### config.mk
export PLATFORM = sky130hd
export DESIGN_NAME = bresenham_line_pixel_stepper_top
export DESIGN_NICKNAME = d
export VERILOG_FILES = /design/src/hw/rtl/blps_pkg.sv /design/src/hw/rtl/blps_stepper.sv /design/src/hw/rtl/blps_addr.sv /design/src/hw/rtl/bresenham_line_pixel_stepper_top.sv
export SDC_FILE = /design/constraint.sdc
export NUM_CORES = 1
export LEC_CHECK = 0
export ABC_AREA = 1
export BUFFER_PORTS_ARGS = -buffer_cell sky130_fd_sc_hd__buf_2
export CORE_AREA = 2 2 189 191
export DETAILED_ROUTE_END_ITERATION = 16
export DIE_AREA = 0 0 191 193
export GPL_ROUTABILITY_DRIVEN = 1
export PLACE_DENSITY = 0.78
export SLEW_MARGIN = 20
export SYNTH_ARGS = -nofsm -noshare
export SYNTH_HDL_FRONTEND = slang
export SYNTH_SLANG_ARGS = --single-unit
### constraint.sdc
create_clock -name clk -period 5.05 [get_ports clk]
set_clock_uncertainty 0.2 [all_clocks]
set_input_delay 1.01 -clock clk [delete_from_list [all_inputs] [get_ports clk]]
set_output_delay 1.01 -clock clk [all_outputs]
set_load 0.01 [all_outputs]
### src/hw/rtl/blps_pkg.sv
// blps_pkg: shared types and constants of the line pixel stepper
// no dependencies; used by every module of the block by scoped names
`timescale 1ns / 1ps

package blps_pkg;

  localparam int COORD_BITS_DEF = 12;
  localparam int PITCH_W        = 13;
  localparam int COLOR_W        = 24;
  localparam int ADDR_W         = 24;
  localparam int CFG_IDX_W      = 1;
  localparam int CFG_DATA_W     = 24;

  localparam logic [PITCH_W-1:0] PITCH_RESET = PITCH_W'(640);
  localparam logic [COLOR_W-1:0] COLOR_RESET = COLOR_W'(24'hFFFFFF);

  typedef enum logic {
    OP_LOAD = 1'b0,
    OP_STEP = 1'b1
  } op_t;

  typedef enum logic [CFG_IDX_W-1:0] {
    CFG_ROW_PITCH  = 1'b0,
    CFG_DRAW_COLOR = 1'b1
  } cfg_idx_t;

endpackage

### src/hw/rtl/blps_stepper.sv
// blps_stepper: line setup on load and one bresenham step per transfer
// depends on blps_pkg; feeds the pixel stage register to blps_addr
`timescale 1ns / 1ps

module blps_stepper #(
  parameter int COORD_BITS = blps_pkg::COORD_BITS_DEF
) (
  input  logic                  clk,
  input  logic                  rst_n,
  input  logic                  in_valid,
  output logic                  in_stall,
  input  logic                  in_op,
  input  logic [COORD_BITS-1:0] in_x_start,
  input  logic [COORD_BITS-1:0] in_y_start,
  input  logic [COORD_BITS-1:0] in_x_end,
  input  logic [COORD_BITS-1:0] in_y_end,
  output logic                  pix_valid,
  input  logic                  pix_ready,
  output logic [COORD_BITS-1:0] pix_x,
  output logic [COORD_BITS-1:0] pix_y,
  output logic                  pix_last
);

  localparam int ERR_W = COORD_BITS + 3;

  logic [COORD_BITS-1:0]   cur_x_r, cur_x_nxt;
  logic [COORD_BITS-1:0]   cur_y_r, cur_y_nxt;
  logic signed [ERR_W-1:0] err_r, err_nxt;
  logic signed [ERR_W-1:0] err_up_r, err_up_nxt;
  logic signed [ERR_W-1:0] err_dn_r, err_dn_nxt;
  logic [COORD_BITS-1:0]   steps_r, steps_nxt;
  logic                    x_neg_r, x_neg_nxt;
  logic                    y_neg_r, y_neg_nxt;
  logic                    y_major_r, y_major_nxt;
  logic                    pix_valid_r, pix_valid_nxt;
  logic [COORD_BITS-1:0]   pix_x_r, pix_x_nxt;
  logic [COORD_BITS-1:0]   pix_y_r, pix_y_nxt;
  logic                    pix_last_r, pix_last_nxt;

  logic                  in_fire;
  logic                  ld_x_neg, ld_y_neg, ld_y_major;
  logic [COORD_BITS-1:0] ld_dx, ld_dy, ld_major, ld_minor;
  logic [ERR_W-1:0]      ld_two_minor, ld_two_major;
  logic                  step_go, minor_step, x_move, y_move;
  logic [COORD_BITS-1:0] step_x, step_y;

  assign in_stall  = pix_valid_r && !pix_ready;
  assign in_fire   = in_valid && !in_stall;
  assign pix_valid = pix_valid_r;
  assign pix_x     = pix_x_r;
  assign pix_y     = pix_y_r;
  assign pix_last  = pix_last_r;

  // line setup
  always_comb begin
    ld_x_neg     = in_x_start > in_x_end;
    ld_y_neg     = in_y_start > in_y_end;
    ld_dx        = ld_x_neg ? in_x_start - in_x_end : in_x_end - in_x_start;
    ld_dy        = ld_y_neg ? in_y_start - in_y_end : in_y_end - in_y_start;
    ld_y_major   = ld_dy > ld_dx;
    ld_major     = ld_y_major ? ld_dy : ld_dx;
    ld_minor     = ld_y_major ? ld_dx : ld_dy;
    ld_two_minor = ERR_W'({ld_minor, 1'b0});
    ld_two_major = ERR_W'({ld_major, 1'b0});
  end

  // one step
  always_comb begin
    step_go    = in_fire && (in_op == blps_pkg::OP_STEP) && (steps_r != '0);
    minor_step = !err_r[ERR_W-1];
    x_move     = y_major_r ? minor_step : 1'b1;
    y_move     = y_major_r ? 1'b1 : minor_step;
    step_x     = cur_x_r;
    step_y     = cur_y_r;
    if (x_move) begin
      step_x = x_neg_r ? cur_x_r - COORD_BITS'(1) : cur_x_r + COORD_BITS'(1);
    end
    if (y_move) begin
      step_y = y_neg_r ? cur_y_r - COORD_BITS'(1) : cur_y_r + COORD_BITS'(1);
    end
  end

  always_comb begin
    cur_x_nxt     = cur_x_r;
    cur_y_nxt     = cur_y_r;
    err_nxt       = err_r;
    err_up_nxt    = err_up_r;
    err_dn_nxt    = err_dn_r;
    steps_nxt     = steps_r;
    x_neg_nxt     = x_neg_r;
    y_neg_nxt     = y_neg_r;
    y_major_nxt   = y_major_r;
    pix_x_nxt     = pix_x_r;
    pix_y_nxt     = pix_y_r;
    pix_last_nxt  = pix_last_r;
    pix_valid_nxt = pix_valid_r && !pix_ready;
    if (in_fire && (in_op == blps_pkg::OP_LOAD)) begin
      cur_x_nxt   = in_x_start;
      cur_y_nxt   = in_y_start;
      err_nxt     = ld_two_minor - ERR_W'(ld_major);
      err_up_nxt  = ld_two_minor;
      err_dn_nxt  = ld_two_minor - ld_two_major;
      steps_nxt   = ld_major;
      x_neg_nxt   = ld_x_neg;
      y_neg_nxt   = ld_y_neg;
      y_major_nxt = ld_y_major;
    end else if (step_go) begin
      cur_x_nxt     = step_x;
      cur_y_nxt     = step_y;
      err_nxt       = err_r + (minor_step ? err_dn_r : err_up_r);
      steps_nxt     = steps_r - COORD_BITS'(1);
      pix_valid_nxt = 1'b1;
      pix_x_nxt     = step_x;
      pix_y_nxt     = step_y;
      pix_last_nxt  = steps_r == COORD_BITS'(1);
    end
  end

  always_ff @(posedge clk) begin
    if (!rst_n) begin
      steps_r     <= '0;
      pix_valid_r <= 1'b0;
    end else begin
      steps_r     <= steps_nxt;
      pix_valid_r <= pix_valid_nxt;
    end
  end

  always_ff @(posedge clk) begin
    cur_x_r    <= cur_x_nxt;
    cur_y_r    <= cur_y_nxt;
    err_r      <= err_nxt;
    err_up_r   <= err_up_nxt;
    err_dn_r   <= err_dn_nxt;
    x_neg_r    <= x_neg_nxt;
    y_neg_r    <= y_neg_nxt;
    y_major_r  <= y_major_nxt;
    pix_x_r    <= pix_x_nxt;
    pix_y_r    <= pix_y_nxt;
    pix_last_r <= pix_last_nxt;
  end

endmodule

### src/hw/rtl/blps_addr.sv
// blps_addr: word address multiply-add and the result register
// depends on blps_pkg; takes pixels from blps_stepper
`timescale 1ns / 1ps

module blps_addr #(
  parameter int COORD_BITS = blps_pkg::COORD_BITS_DEF
) (
  input  logic                           clk,
  input  logic                           rst_n,
  input  logic                           pix_valid,
  output logic                           pix_ready,
  input  logic [COORD_BITS-1:0]          pix_x,
  input  logic [COORD_BITS-1:0]          pix_y,
  input  logic                           pix_last,
  input  logic [blps_pkg::PITCH_W-1:0]   row_pitch,
  input  logic [blps_pkg::COLOR_W-1:0]   draw_color,
  output logic                           out_valid,
  input  logic                           out_stall,
  output logic [COORD_BITS-1:0]          out_pixel_x,
  output logic [COORD_BITS-1:0]          out_pixel_y,
  output logic [blps_pkg::ADDR_W-1:0]    out_pixel_address,
  output logic [blps_pkg::COLOR_W-1:0]   out_pixel_color,
  output logic                           out_last_pixel
);

  localparam int PROD_W = COORD_BITS + blps_pkg::PITCH_W;
  localparam int SUM_W  = (PROD_W > blps_pkg::ADDR_W) ? PROD_W : blps_pkg::ADDR_W;

  logic                          out_valid_r, out_valid_nxt;
  logic [COORD_BITS-1:0]         x_r, y_r;
  logic [blps_pkg::ADDR_W-1:0]   addr_r;
  logic [blps_pkg::COLOR_W-1:0]  color_r;
  logic                          last_r;

  logic                          pix_fire;
  logic [PROD_W-1:0]             prod;
  logic [SUM_W-1:0]              sum;

  assign pix_ready = !out_valid_r || !out_stall;
  assign pix_fire  = pix_valid && pix_ready;

  always_comb begin
    prod = PROD_W'(pix_y) * PROD_W'(row_pitch);
    sum  = SUM_W'(prod) + SUM_W'(pix_x);
  end

  always_comb begin
    out_valid_nxt = out_valid_r && out_stall;
    if (pix_fire) begin
      out_valid_nxt = 1'b1;
    end
  end

  always_ff @(posedge clk) begin
    if (!rst_n) begin
      out_valid_r <= 1'b0;
    end else begin
      out_valid_r <= out_valid_nxt;
    end
  end

  always_ff @(posedge clk) begin
    if (pix_fire) begin
      x_r     <= pix_x;
      y_r     <= pix_y;
      addr_r  <= sum[blps_pkg::ADDR_W-1:0];
      color_r <= draw_color;
      last_r  <= pix_last;
    end
  end

  assign out_valid         = out_valid_r;
  assign out_pixel_x       = x_r;
  assign out_pixel_y       = y_r;
  assign out_pixel_address = addr_r;
  assign out_pixel_color   = color_r;
  assign out_last_pixel    = last_r;

endmodule

### src/hw/rtl/bresenham_line_pixel_stepper_top.sv
// Line pixel stepper. A load transfer (op 0) sets up a line from its start to its end
// point and gives no result; each step transfer (op 1) moves one pixel and gives one
// result with the pixel's coordinates, its word address y*row_pitch_words+x (mod 2^24),
// the draw color and a last-pixel flag. The start pixel is never emitted, a zero-length
// line emits nothing, and a step with no active line gives no result. One transfer is
// taken every clock while in_stall is low; a step's result passes the stepper register,
// then the address multiply-add and result register. The user must write configuration
// via cfg_wr_en/cfg_index/cfg_data while the block is idle; it does not enforce this.
// depends on blps_pkg, blps_stepper and blps_addr
`timescale 1ns / 1ps

module bresenham_line_pixel_stepper_top #(
  parameter int COORD_BITS = blps_pkg::COORD_BITS_DEF
) (
  input  logic                              clk,
  input  logic                              rst_n,
  input  logic                              cfg_wr_en,
  input  logic [blps_pkg::CFG_IDX_W-1:0]    cfg_index,
  input  logic [blps_pkg::CFG_DATA_W-1:0]   cfg_data,
  input  logic                              in_valid,
  output logic                              in_stall,
  input  logic                              in_op,
  input  logic [COORD_BITS-1:0]             in_x_start,
  input  logic [COORD_BITS-1:0]             in_y_start,
  input  logic [COORD_BITS-1:0]             in_x_end,
  input  logic [COORD_BITS-1:0]             in_y_end,
  output logic                              out_valid,
  input  logic                              out_stall,
  output logic [COORD_BITS-1:0]             out_pixel_x,
  output logic [COORD_BITS-1:0]             out_pixel_y,
  output logic [blps_pkg::ADDR_W-1:0]       out_pixel_address,
  output logic [blps_pkg::COLOR_W-1:0]      out_pixel_color,
  output logic                              out_last_pixel
);

  logic [blps_pkg::PITCH_W-1:0] pitch_r, pitch_nxt;
  logic [blps_pkg::COLOR_W-1:0] color_r, color_nxt;

  logic                  pix_valid, pix_ready, pix_last;
  logic [COORD_BITS-1:0] pix_x, pix_y;

  // configuration registers
  always_comb begin
    pitch_nxt = pitch_r;
    color_nxt = color_r;
    if (cfg_wr_en) begin
      case (cfg_index)
        blps_pkg::CFG_ROW_PITCH: begin
          pitch_nxt = cfg_data[blps_pkg::PITCH_W-1:0];
        end
        blps_pkg::CFG_DRAW_COLOR: begin
          color_nxt = cfg_data[blps_pkg::COLOR_W-1:0];
        end
        default: begin
          pitch_nxt = pitch_r;
        end
      endcase
    end
  end

  always_ff @(posedge clk) begin
    if (!rst_n) begin
      pitch_r <= blps_pkg::PITCH_RESET;
      color_r <= blps_pkg::COLOR_RESET;
    end else begin
      pitch_r <= pitch_nxt;
      color_r <= color_nxt;
    end
  end

  blps_stepper #(
    .COORD_BITS (COORD_BITS)
  ) u_stepper (
    .clk        (clk),
    .rst_n      (rst_n),
    .in_valid   (in_valid),
    .in_stall   (in_stall),
    .in_op      (in_op),
    .in_x_start (in_x_start),
    .in_y_start (in_y_start),
    .in_x_end   (in_x_end),
    .in_y_end   (in_y_end),
    .pix_valid  (pix_valid),
    .pix_ready  (pix_ready),
    .pix_x      (pix_x),
    .pix_y      (pix_y),
    .pix_last   (pix_last)
  );

  blps_addr #(
    .COORD_BITS (COORD_BITS)
  ) u_addr (
    .clk               (clk),
    .rst_n             (rst_n),
    .pix_valid         (pix_valid),
    .pix_ready         (pix_ready),
    .pix_x             (pix_x),
    .pix_y             (pix_y),
    .pix_last          (pix_last),
    .row_pitch         (pitch_r),
    .draw_color        (color_r),
    .out_valid         (out_valid),
    .out_stall         (out_stall),
    .out_pixel_x       (out_pixel_x),
    .out_pixel_y       (out_pixel_y),
    .out_pixel_address (out_pixel_address),
    .out_pixel_color   (out_pixel_color),
    .out_last_pixel    (out_last_pixel)
  );

  // a load never puts a pixel into the stepper register
  assert property (@(posedge clk) disable iff (!rst_n)
    (in_valid && !in_stall && (in_op == blps_pkg::OP_LOAD)) |=> !pix_valid)
    else $error("pixel produced by a load transfer");

  // a pixel waiting for the address stage holds its coordinates
  assert property (@(posedge clk) disable iff (!rst_n)
    (pix_valid && !pix_ready) |=> (pix_valid && $stable(pix_x) && $stable(pix_y)))
    else $error("stepper pixel lost or changed while held");

  // input stalls only because a held pixel cannot advance
  assert property (@(posedge clk) disable iff (!rst_n)
    in_stall |-> (pix_valid && out_valid && out_stall))
    else $error("input stalled without a blocked result");

endmodule

Word-level counts from Yosys, hierarchy flattened
Cells that the tools add are included.
Widths: inputs -> output; s select.
- register bits: 218
- output and inout bits: 75
- word-level logic and storage cells: 82
- add/sub/neg operators: 13
- $mul: 1
- $lt $le $gt $ge: 3
- eq/ne operators: 1
- multiplexer cells: 22
- bitwise gates (word level): 3
- reduce and logical (&&, ||, !) cells: 18
- operator list (cell ; count):
    $mux 12 ; 14
    $sub 12x12->12 ; 4
    $mux 15 ; 3
    $gt 12x12->1 ; 3
    $sub 12x1->12 const B ; 3
    $add 12x1->12 const B ; 2
    $add 24x12->24 ; 1
    $mul 12x13->24 ; 1
    $add 15x15->15 ; 1
    $sub 13x12->14 ; 1
    $sub 13x13->14 ; 1
    $eq 12x1->1 const B ; 1
    $reduce_bool 12->1 ; 1
    $logic_and 1x1->1 ; 7
    $reduce_and 2->1 ; 3
    $logic_not 1->1 ; 5
    $mux 1 ; 5
    $not 1->1 ; 3
    $reduce_bool 2->1 ; 1
    $logic_or 1x1->1 ; 1

Logic depth before layout (Yosys ltp)
Gate-level depths: netlist of run 1.
- word-level depth: 10
- depth in mapped cells: 40
- mapped depth without buffers: 38

Modules after synthesis
A second synthesis of run 1 with hierarchy kept.
- cell total of the unflattened synthesis: 2663
- area, all modules: 20588.5 um^2
- by module, submodules not included (module ; times used ; cells each ; area each (um^2) ; seq. area each (um^2)):
    blps_stepper ; 1 ; 1499 ; 10667.7 ; 2992.9
    blps_addr ; 1 ; 976 ; 8399.3 ; 2212.1
    bresenham_line_pixel_stepper_top ; 1 ; 188 ; 1521.5 ; 740.7

Least setup slack after synthesis of run 1
OpenSTA, ideal clock, no wires.
- path type: register -> register
- start point: reg u_stepper.pix_y_r[0] (netlist: u_stepper.pix_y[0])
- end point: reg u_addr.addr_r, in the netlist u_addr.out_pixel_address[20], data pin
- setup time: 0.262 ns
- arrival: 5.061 ns
- required time: 4.588 ns
- slack: -0.473 ns
- cell stages (with the launch flop): 20
- period minus slack after synthesis: 5.523 ns
- path through: edfxtp_1 > clkbuf_1 > nand2_1 > fa_1 > inv_1 > fa_1 > fa_1 > inv_1 > fa_1 > fa_1 > inv_1 > ha_1 > nand2_1 > o21ai_0 > a21boi_0 > o21ai_0 > a31oi_1 > o21ai_0 > a21oi_1 > xor2_1
- cells in the longest elaborated chain, start to end: 2
- ends and longest elaborated chain (what ; line ; source):
    start: declaration ; blps_stepper.sv:37 ; logic [COORD_BITS-1:0] pix_y_r, pix_y_nxt;
    start signal: assignment ; blps_stepper.sv:139 ; pix_y_r <= pix_y_nxt;
    $mul 12x13->24 ; blps_addr.sv:43 ; prod = PROD_W'(pix_y) * PROD_W'(row_pitch);
    $add 24x12->24 ; blps_addr.sv:44 ; sum = SUM_W'(prod) + SUM_W'(pix_x);
    net u_addr.sum[20] ; blps_addr.sv:37 ; logic [SUM_W-1:0] sum;
    end signal: assignment ; blps_addr.sv:66 ; addr_r <= sum[blps_pkg::ADDR_W-1:0];
    end: declaration ; blps_addr.sv:31 ; logic [blps_pkg::ADDR_W-1:0] addr_r;
The timed path passes the listed nets, and every way through them passes these cells.
A chain may end at the register's enable or synchronous reset.

Worst setup path in the final report of run 1
- start point: reg pitch_r[7] (netlist name)
- end point: reg u_addr.addr_r, in the netlist u_addr.out_pixel_address[21], data pin
- cells in the longest elaborated chain, start to end: 2
- ends and longest elaborated chain (what ; line ; source):
    start: declaration ; bresenham_line_pixel_stepper_top.sv:36 ; logic [blps_pkg::PITCH_W-1:0] pitch_r, pitch_nxt;
    start signal: assignment ; bresenham_line_pixel_stepper_top.sv:63 ; pitch_r <= blps_pkg::PITCH_RESET;
    start signal: assignment ; bresenham_line_pixel_stepper_top.sv:66 ; pitch_r <= pitch_nxt;
    $mul 12x13->24 ; blps_addr.sv:43 ;
    $add 24x12->24 ; blps_addr.sv:44 ;
    net u_addr.sum[21] ; blps_addr.sv:37 ;
The timed path passes the listed nets, and every way through them passes these cells.

==> out/summary.txt, run 1 <==
DETAILED ROUTING
------------------------------------------------------------------------------------
Drt initial violations ................................................        1,581
Detailed-router iteration count before antenna repair .................            5
Post-DR wirelength/cell ...............................................      17.3 um
Via count .............................................................       18,500
Drc violations ........................................................            0
Detailed-route wire length ............................................    59,400 um
Final antenna-violating net count .....................................            0
Via-per-instance ratio ................................................         5.41

FLOORPLANNING
------------------------------------------------------------------------------------
Die ar. ...............................................................  36,900 um^2
Number of standard-cell rows in the floorplan .........................           69
IO Pins ...............................................................          154
Floorplan die width ...................................................       191 um
Starting density of the core ..........................................        55.2%
Placeable Area ........................................................  35,000 um^2
Vertical extent of the die ............................................       193 um

OUTCOME
------------------------------------------------------------------------------------
Violations in the final reports ....................................... negative setup slack
Status ................................................................ complete, but fails checks

GLOBAL ROUTING
------------------------------------------------------------------------------------
Met2 GRT Util .........................................................        55.3%
GR Util met1 ..........................................................        37.5%
Grt ovf ...............................................................            0
Vias in the first global route ........................................       18,200
Grt peak-use layer ....................................................         met2
Number of antenna violations at the first check in global routing .....            1
Global routing usage on met3 ..........................................        2.46%
Maximum number of pins on one net before global-route repair ..........           74
Tot GR Track Use ......................................................        30.3%
First-pass GRT wire length ............................................    88,500 um

CRITICAL PATH
------------------------------------------------------------------------------------
WP data required ......................................................      5.15 ns
Max Fanout on Critical Path ...........................................            9
Worst Path Arrival ....................................................      5.31 ns
Critical path endpoint category .......................................    flip-flop
Startpoint-to-endpoint class of the critical path .....................   reg -> reg
Kind of start point of the critical path ..............................    flip-flop

TIMING
------------------------------------------------------------------------------------
Worst Hold Margin .....................................................     0.231 ns
Unrepaired setup endpoints after global routing .......................          yes
Final period utilization ..............................................         103%
F_max .................................................................      192 MHz
Count of endpoints failing setup in the final report ..................            5
Actual slew at the worst max-slew pin .................................     0.915 ns
Final critical-path required period ...................................      5.21 ns
Number of pins exceeding their max-slew limit in the final report .....            0
Number of hold-slack violations in the final timing report ............            0
Worst max-slew margin expressed relative to the limit .................        38.8%
Final worst slack .....................................................    -0.158 ns

FLOW RUN
------------------------------------------------------------------------------------
Reported max-cap violation count ......................................            0

SYNTH
------------------------------------------------------------------------------------
Average cell area after synthesis .....................................    7.90 um^2
Sequential area share after synthesis .................................        30.8%
Number of standard cells after synthesis ..............................        2,444
Share of the synthesized area in the top cell type ....................        25.5%
Number of enable-type register cells in the synthesized netlist .......          164
Yosys warning count ...................................................            0
Share of flip-flops with an asynchronous set or reset after synthesis .           0%
Synthesized flop and latch total ......................................          215
Yosys top cell by area ................................................ sky130_fd_sc_hd__edfxtp_1
Biggest area contributors in the synthesized netlist .................. sky130_fd_sc_hd__edfxtp_1 (26%), sky130_fd_sc_hd__nand2_1 (14%), sky130_fd_sc_hd__fa_1 (13%), sky130_fd_sc_hd__ha_1 (11%), sky130_fd_sc_hd__inv_1 (7.9%)
Post-Syn Nets .........................................................        2,818
Mapped Area ...........................................................  19,300 um^2
Most common flop cell mapped by yosys ................................. sky130_fd_sc_hd__edfxtp_1
Post-synthesis cell type count ........................................           47

PLACED DESIGN
------------------------------------------------------------------------------------
Final weighted congestion in routability-driven placement .............        0.997
HPWL after DPL ........................................................    45,500 um
Area after detailed placement .........................................  23,300 um^2
Buffers added on ports ................................................          153
Pre-CTS setup slack ...................................................    -0.718 ns
Post-placement cell count .............................................        3,331

FINISH
------------------------------------------------------------------------------------
Fraction of layout instances using a drive strength above 1 ...........        30.8%
Layout Cells excl Fill ................................................        3,423
Post-layout util ......................................................        73.2%
Number of nets in the layout ..........................................        3,319
Final instance area ...................................................  25,600 um^2
Area Growth Syn to Fin ................................................        32.5%

CLOCKING
------------------------------------------------------------------------------------
Clock slew at reported path FFs .......................................      0.07 ns
TritonCTS clock tree ..................................................         done
Clock latency reported for the late side of the worst-skew pair .......      0.55 ns
Buffer levels on the longest clock path ...............................            3
Clock buffer count from CTS ...........................................           23
H-tree depth ..........................................................            1
Clock sink total ......................................................          215
Buffer type at the clock tree root .................................... sky130_fd_sc_hd__clkbuf_16

POWER AND IR DROP
------------------------------------------------------------------------------------
Peak supply drop ......................................................    0.00112 V
Power density over the cells ..........................................  703 nW/um^2
Leakage Power .........................................................      13.0 nW

HOLD PATH
------------------------------------------------------------------------------------
Hold crit path type ...................................................   reg -> reg

==> report_power, final <==
part	leakage, nW	internal (mW)	switching [mW]
Sequential	1.95	2.75	0.214
Clock	0.355	0.864	0.741
Combinational	10.7	5.97	7.44
Total	13.0	9.58	8.40
==> sequential cells by signal, indices dropped and copies added (netlist names) <==
signal and flops:
u_addr.out_pixel_x 12, u_addr.out_pixel_address 24, u_addr.out_pixel_color 24, u_stepper.err_r 14
u_stepper.err_up_r 12, u_addr.out_valid 1, u_stepper.pix_valid 1, color_r 24
u_stepper.steps_r 12, u_stepper.pix_y 12, u_stepper.pix_x 12, u_stepper.err_dn_r 13
u_addr.out_pixel_y 12, u_stepper.x_neg_r 1, u_stepper.cur_x_r 12, u_stepper.y_neg_r 1
u_stepper.y_major_r 1, pitch_r 13, u_stepper.pix_last 1, u_stepper.cur_y_r 12
u_addr.out_last_pixel 1
==> cell type report <==
class,count,area [um^2]
Multi-Input combinational cell,1737,12900
Fill cell,2553,9380
Sequential cell,215,5960
Timing Repair Buffer,547,3890
Inverter,421,1600
Clock buffer,26,597
Tap cell,461,577
Clock inverter,15,104
Antenna cell,1,2.50
==> worst max-delay path: stages (launching register included) <==
cell and delay, ns:
sky130_fd_sc_hd__dfxtp_4 0.46, sky130_fd_sc_hd__nand2_1 0.11, sky130_fd_sc_hd__fa_1 0.54, sky130_fd_sc_hd__inv_2 0.05, sky130_fd_sc_hd__fa_1 0.55, sky130_fd_sc_hd__inv_1 0.07
sky130_fd_sc_hd__fa_1 0.48, sky130_fd_sc_hd__inv_1 0.05, sky130_fd_sc_hd__fa_1 0.39, sky130_fd_sc_hd__fa_1 0.47, sky130_fd_sc_hd__ha_1 0.37, sky130_fd_sc_hd__nand2_2 0.12
sky130_fd_sc_hd__o21ai_2 0.08, sky130_fd_sc_hd__a21o_1 0.18, sky130_fd_sc_hd__a21oi_2 0.16, sky130_fd_sc_hd__inv_1 0.07, sky130_fd_sc_hd__a21oi_2 0.19, sky130_fd_sc_hd__o21ai_2 0.10
sky130_fd_sc_hd__nand3_1 0.11, sky130_fd_sc_hd__nand2_1 0.07, sky130_fd_sc_hd__xor2_1 0.15
==> cells in the final DEF, fill, tap and decap left out, types with 7 or more instances in the layout <==
cell                        count
sky130_fd_sc_hd__fa_1         121
sky130_fd_sc_hd__a21oi_1       73
sky130_fd_sc_hd__o21ai_2       13
sky130_fd_sc_hd__xor2_1        58
sky130_fd_sc_hd__fa_2           7
sky130_fd_sc_hd__inv_2         31
sky130_fd_sc_hd__ha_4          35
sky130_fd_sc_hd__ha_1         129
sky130_fd_sc_hd__o21ai_4        8
sky130_fd_sc_hd__o211ai_1       7
sky130_fd_sc_hd__nor2_1        79
sky130_fd_sc_hd__nor2_4         8
sky130_fd_sc_hd__nand3_4        7
sky130_fd_sc_hd__nand3_2       23
sky130_fd_sc_hd__nand2_1      649
sky130_fd_sc_hd__buf_4        368
sky130_fd_sc_hd__nand2_2       85
sky130_fd_sc_hd__a21oi_2       25
sky130_fd_sc_hd__buf_6         22
sky130_fd_sc_hd__clkbuf_16     23
sky130_fd_sc_hd__edfxtp_1     164
sky130_fd_sc_hd__clkinv_2       8
sky130_fd_sc_hd__o21ai_0       84
sky130_fd_sc_hd__nand4_1       17
sky130_fd_sc_hd__inv_1        386
sky130_fd_sc_hd__nand3_1      152
sky130_fd_sc_hd__dfxtp_1       42
sky130_fd_sc_hd__nand2_4       23
sky130_fd_sc_hd__xnor2_1       19
sky130_fd_sc_hd__a31oi_1       12
sky130_fd_sc_hd__buf_2        151
sky130_fd_sc_hd__o21ai_1        8
sky130_fd_sc_hd__nor3_1         8
sky130_fd_sc_hd__nor2_2        16
sky130_fd_sc_hd__or2_2         10
==> per-layer routing <==
metal  routed length (um)  share of wire (%)  vias to the layer above
li1                     -                  -                     8782
met1                23600                 40                     8795
met2                30200                 51                      777
met3                 3270                5.5                      176
met4                 2210                3.7                        2
met5                   13              0.022                        -
==> repair_timing <==
item	4_1_cts	5_1_grt
endpoints found under the hold margin	0	0
pin swaps	15	99
setup endpoints to repair	23	34
gates cloned	0	2
resized for setup	21	273
buffers inserted	9	44
hold buffers	0	0
==> per-stage QoR <==
step / setup TNS (ns) / power, mW
2_1_floorplan: -0.309 / 9.73
3_3_place_gp: -13.11 / 13.2
3_5_place_dp: -14.71 / 13.6
4_1_cts: -0.277 / 15.6
5_1_grt: -3.19 / 19.2
6_report: -0.572 / 18.0
==> synthesized netlist by cell type, types with 51 or more instances <==
master and n:
sky130_fd_sc_hd__a21oi_1 102, sky130_fd_sc_hd__clkbuf_1 51, sky130_fd_sc_hd__dfxtp_1 51, sky130_fd_sc_hd__edfxtp_1 164, sky130_fd_sc_hd__fa_1 128, sky130_fd_sc_hd__ha_1 167, sky130_fd_sc_hd__inv_1 408, sky130_fd_sc_hd__nand2_1 731
sky130_fd_sc_hd__nand3_1 176, sky130_fd_sc_hd__nor2_1 97, sky130_fd_sc_hd__o21ai_0 97, sky130_fd_sc_hd__xor2_1 60
==> kinds of logic (layout without fill, tap and decap cells) <==
kind of cell,count (synthesis),in the layout,synth area share [%]
buf+inv,494,1009,10.0
compound gates,270,270,7.77
simple gates,1089,1091,23.6
xor+xnor,81,81,3.71
fa+ha+maj,295,295,24.1
flops,215,215,30.8
other cells,0,1,0
==> path summary, 6_finish.rpt <==
| check | slack [ns] | cells after the start | start | endpoint |
|---|---|---|---|---|
| min | 0.23 | 0 | color_r[11] | u_addr.out_pixel_color[11] |
| max | -0.16 | 20 | pitch_r[7] | u_addr.out_pixel_address[21] |
| min reg2reg | 0.23 | 0 | color_r[11] | u_addr.out_pixel_color[11] |
| max reg2reg | -0.16 | 20 | pitch_r[7] | u_addr.out_pixel_address[21] |
(Power assumes the default switching activity.)
==> run 2: changes to the inputs <==
--- a/config.mk
+++ b/config.mk
@@ -5,11 +5,11 @@
 export SDC_FILE = /design/constraint.sdc
 export NUM_CORES = 1
 export LEC_CHECK = 0
-export ABC_AREA = 1
 export BUFFER_PORTS_ARGS = -buffer_cell sky130_fd_sc_hd__buf_2
-export CORE_AREA = 2 2 189 191
+export CORE_AREA = 2 2 184 186
+export CTS_CLUSTER_SIZE = 24
 export DETAILED_ROUTE_END_ITERATION = 16
-export DIE_AREA = 0 0 191 193
+export DIE_AREA = 0 0 186 188
 export GPL_ROUTABILITY_DRIVEN = 1
 export PLACE_DENSITY = 0.78
 export SLEW_MARGIN = 20
==> run 2 against run 1 <==
The run still ends with negative setup slack left. Power fell by 17%. Sequential share of layout area is 1.1 points higher. Sequential power down 4%. Area after synthesis fell by 5.1%. Critical path depth up 12. Final cell count decreased by 15%. Routed wire length down 10%. Register-to-register slack worse by 0.51 ns. Clock power increased by 3%. Core utilization is 0.68 points higher. Sequential cell count is the same. Highest routed layer is now met4.
==> out/summary.txt, run 2 <==
OUTCOME
-------------------------------------------------------------------------------------
Status ................................................................. complete, but fails checks
Violations in the final reports ........................................ negative setup slack

SYNTH
-------------------------------------------------------------------------------------
Synthesized flop and latch total .......................................          215
Yosys top cell by area ................................................. sky130_fd_sc_hd__edfxtp_1
Number of enable-type register cells in the synthesized netlist ........          164
Number of standard cells after synthesis ...............................        1,929
Mapped Area ............................................................  18,300 um^2
Average cell area after synthesis ......................................    9.50 um^2
Most common flop cell mapped by yosys .................................. sky130_fd_sc_hd__edfxtp_1
Post-Syn Nets ..........................................................        2,303
Share of the synthesized area in the top cell type .....................        26.9%
Biggest area contributors in the synthesized netlist ................... sky130_fd_sc_hd__edfxtp_1 (27%), sky130_fd_sc_hd__fa_1 (14%), sky130_fd_sc_hd__ha_1 (11%), sky130_fd_sc_hd__dfxtp_1 (5.6%), sky130_fd_sc_hd__nand2_1 (5.1%)
Most frequently used cell type in the post-synthesis netlist ........... sky130_fd_sc_hd__nand2_1
Share of flip-flops with an asynchronous set or reset after synthesis ..           0%
Post-synthesis cell type count .........................................           91
Sequential area share after synthesis ..................................        32.5%
Synth top cells by count ............................................... sky130_fd_sc_hd__nand2_1 (249), sky130_fd_sc_hd__inv_1 (247), sky130_fd_sc_hd__ha_1 (167), sky130_fd_sc_hd__edfxtp_1 (164), sky130_fd_sc_hd__fa_1 (128)
Yosys warning count ....................................................            0

FINISH
-------------------------------------------------------------------------------------
Fraction of layout instances using a drive strength above 1 ............        34.0%
Most frequent standard cell in the layout excluding fill and tap cells . sky130_fd_sc_hd__buf_4
Area taken by multi-input logic gates ..................................  12,200 um^2
Register area ..........................................................    5960 um^2
Number of nets in the layout ...........................................        2,820
Highest-count cells in the layout ignoring fill and taps ............... sky130_fd_sc_hd__buf_4 (374), sky130_fd_sc_hd__nand2_1 (227), sky130_fd_sc_hd__inv_1 (225)
Count of filler cells inserted in the layout ...........................        2,219
Area Growth Syn to Fin .................................................        33.5%

PLACED DESIGN
-------------------------------------------------------------------------------------
Buffers added on ports .................................................          153
Final weighted congestion in routability-driven placement ..............        0.960
HPWL after DPL .........................................................    38,900 um

CRITICAL PATH
-------------------------------------------------------------------------------------
Cell with the largest stage delay on the worst path .................... sky130_fd_sc_hd__fa_2
Worst path max stage delay .............................................      0.40 ns
WP data required .......................................................      5.10 ns
Kind of start point of the critical path ............................... primary input
Startpoint-to-endpoint class of the critical path ......................    in -> reg
R2r endpoint ........................................................... u_addr.out_pixel_address[22]
Delay-heaviest family, CP .............................................. compound AO/OA/AOI/OAI gates
FF-to-FF setup slack ...................................................     -0.67 ns
Reg2Reg Depth ..........................................................           25
Critical path endpoint category ........................................    flip-flop
Max Fanout on Critical Path ............................................            6
Worst Path Arrival .....................................................      6.93 ns
Cell with the most instances on the worst path ......................... sky130_fd_sc_hd__buf_4
Worst Path Buf+Inv .....................................................            8
FF-to-FF Start ......................................................... u_stepper.pix_y[0]

POWER AND IR DROP
-------------------------------------------------------------------------------------
Share of total power consumed by net switching .........................        41.5%
Net switching power ....................................................      6.18 mW
Leakage Power ..........................................................      11.2 nW
Power share of the combinational group .................................        69.8%
Power density over the cells ...........................................  610 nW/um^2
Cell-internal power ....................................................      8.73 mW
Relative contribution of the clock network to total power ..............        11.1%
Portion of total power attributed to sequential cells ..................        19.1%
Peak supply drop .......................................................   0.000521 V
PnR Total Power ........................................................      14.9 mW

GLOBAL ROUTING
-------------------------------------------------------------------------------------
First-pass GRT wire length .............................................    80,600 um
Tot GR Track Use .......................................................        29.1%
Maximum number of pins on one net before global-route repair ...........           74
Number of antenna violations at the first check in global routing ......            1
Vias in the first global route .........................................       16,600
Grt ovf ................................................................            0

TIMING
-------------------------------------------------------------------------------------
Final worst slack ......................................................     -1.83 ns
Setup_tns ..............................................................    -41.17 ns
Worst max-slew margin expressed relative to the limit ..................        35.8%
Count of endpoints failing setup in the final report ...................           58
Final period utilization ...............................................         136%
Actual slew at the worst max-slew pin ..................................     0.962 ns
Unrepaired setup endpoints after global routing ........................          yes
Final critical-path required period ....................................      6.88 ns
Number of hold-slack violations in the final timing report .............            0
Number of pins exceeding their max-slew limit in the final report ......            0
F_max ..................................................................      145 MHz

DETAILED ROUTING
-------------------------------------------------------------------------------------
Detailed-router iteration count before antenna repair ..................            5
Post-DR wirelength/cell ................................................      18.3 um
Via count ..............................................................       16,300
Drc violations .........................................................            0
Final antenna-violating net count ......................................            0
Drt initial violations .................................................        1,186
Detailed-route wire length .............................................    53,200 um
Via-per-instance ratio .................................................         5.59

FLOW RUN
-------------------------------------------------------------------------------------
Reported max-cap violation count .......................................            0

HOLD PATH
-------------------------------------------------------------------------------------
Hold crit path type ....................................................   reg -> reg
Start point of the worst hold path .....................................   color_r[0]
Worst hold path endpoint ............................................... u_addr.out_pixel_color[0]
Worst Hold Path Cells ..................................................            0

FLOORPLANNING
-------------------------------------------------------------------------------------
Starting density of the core ...........................................        55.3%
Number of standard-cell rows in the floorplan ..........................           67
Vertical extent of the die .............................................       188 um
IO Pins ................................................................          154
Floorplan die width ....................................................       186 um
Placeable Area .........................................................  33,100 um^2
Die ar. ................................................................  35,000 um^2

CLOCKING
-------------------------------------------------------------------------------------
Clock buffer count from CTS ............................................           23
Clock slew at reported path FFs ........................................      0.07 ns
TritonCTS clock tree ...................................................         done
H-tree depth ...........................................................            1
Clock sink total .......................................................          215
Clock latency reported for the late side of the worst-skew pair ........      0.54 ns
Buffer levels on the longest clock path ................................            3
Buffer type at the clock tree root ..................................... sky130_fd_sc_hd__clkbuf_16
Hold bufs inserted after CTS ...........................................            0

==> run 2: cell count changes after synthesis, moves of 22 or more <==
cell	before	now
sky130_fd_sc_hd__xnor2_1	20	65
sky130_fd_sc_hd__a21oi_1	102	125
sky130_fd_sc_hd__and2_1	2	56
sky130_fd_sc_hd__nor2b_1	0	22
sky130_fd_sc_hd__nand3_1	176	52
sky130_fd_sc_hd__nand2_1	731	249
sky130_fd_sc_hd__inv_1	408	247
sky130_fd_sc_hd__mux2_2	0	27
sky130_fd_sc_hd__xor2_1	60	19
sky130_fd_sc_hd__o21ai_0	97	71
sky130_fd_sc_hd__nand2_2	23	0
==> run 2: metrics by stage <==
| stage | utilization [%] | setup slack [ns] | std cells | cell area (um^2) | hold slack (ns) |
|---|---|---|---|---|---|
| floorplan | - | -2.33 | 1929 | 18800 | 0.200 |
| global placement | 67.6 | -2.22 | 2821 | 22400 | 0.210 |
| detailed placement | 67.6 | -2.37 | 2821 | 22400 | 0.215 |
| CTS | 71.2 | -1.63 | 2889 | 23600 | 0.229 |
| global route | 73.8 | -2.10 | 2913 | 24500 | 0.245 |
| finish | 73.8 | -1.83 | 2913 | 24500 | 0.232 |
==> run 2: power groups by stage <==
| stage | clock network, mW | registers, mW | logic [mW] |
|---|---|---|---|
| floorplan | 0 | 2.82 | 5.59 |
| global placement | 0 | 2.87 | 8.16 |
| detailed placement | 0 | 2.89 | 8.51 |
| CTS | 1.67 | 2.83 | 9.09 |
| global route | 1.73 | 2.88 | 11.3 |
| finish | 1.66 | 2.85 | 10.4 |
==> run 2: worst max path at each step <==
stage / startpoint / end / slack [ns] / depth (start not counted)
2_1_floorplan: in_y_start[0] / u_stepper.err_r[12] / -2.33 / 34
4_1_cts: in_x_start[0] / u_stepper.err_r[10] / -1.63 / 30
5_1_grt: in_x_start[0] / u_stepper.err_r[12] / -2.10 / 33
6_report: in_y_start[0] / u_stepper.err_r[10] / -1.83 / 32
3_5_place_dp: in_x_start[0] / u_stepper.err_r[10] / -2.37 / 30
3_3_place_gp: in_x_start[0] / u_stepper.err_r[12] / -2.22 / 30
==> run 2: per-layer routing <==
| layer | vias up | GRT usage (%) | part of all wire [%] |
|---|---|---|---|
| met5 | - | 0 | 0 |
| met4 | 0 | 15.5 | 5.8 |
| met3 | 212 | 2.89 | 4.8 |
| met2 | 613 | 52.0 | 51 |
| met1 | 7869 | 34.2 | 38 |
| li1 | 7589 | - | - |
==> run 2: timing repair <==
action / in CTS / in global routing
gates resized for setup: 65 / 151
endpoints found under the setup margin: 61 / 63
endpoints found under the hold margin: 0 / 0
buffers inserted: 26 / 27
gates cloned: 0 / 1
pin swaps: 57 / 74
==> run 2: area by class of cell <==
| type | instances | area share (%) |
|---|---|---|
| diodes | 2 | 0.0205 |
| clock buffers | 23 | 2.35 |
| clock inverters | 19 | 0.604 |
| inverters | 250 | 3.92 |
| multi-input cells | 1393 | 49.9 |
| flip-flops and latches | 215 | 24.4 |
| well taps | 448 | 2.29 |
| repair buffers | 563 | 16.6 |
==> run 2: cells by family after synthesis <==
family / share of synthesized area [%]
and+or+nand+nor: 15.1
AOI/OAI and AO/OA: 13.7
buffers and inverters: 6.70
adders and majority gates: 25.6
DFF: 32.5
xor gates and xnor gates: 4.17
muxes: 2.31
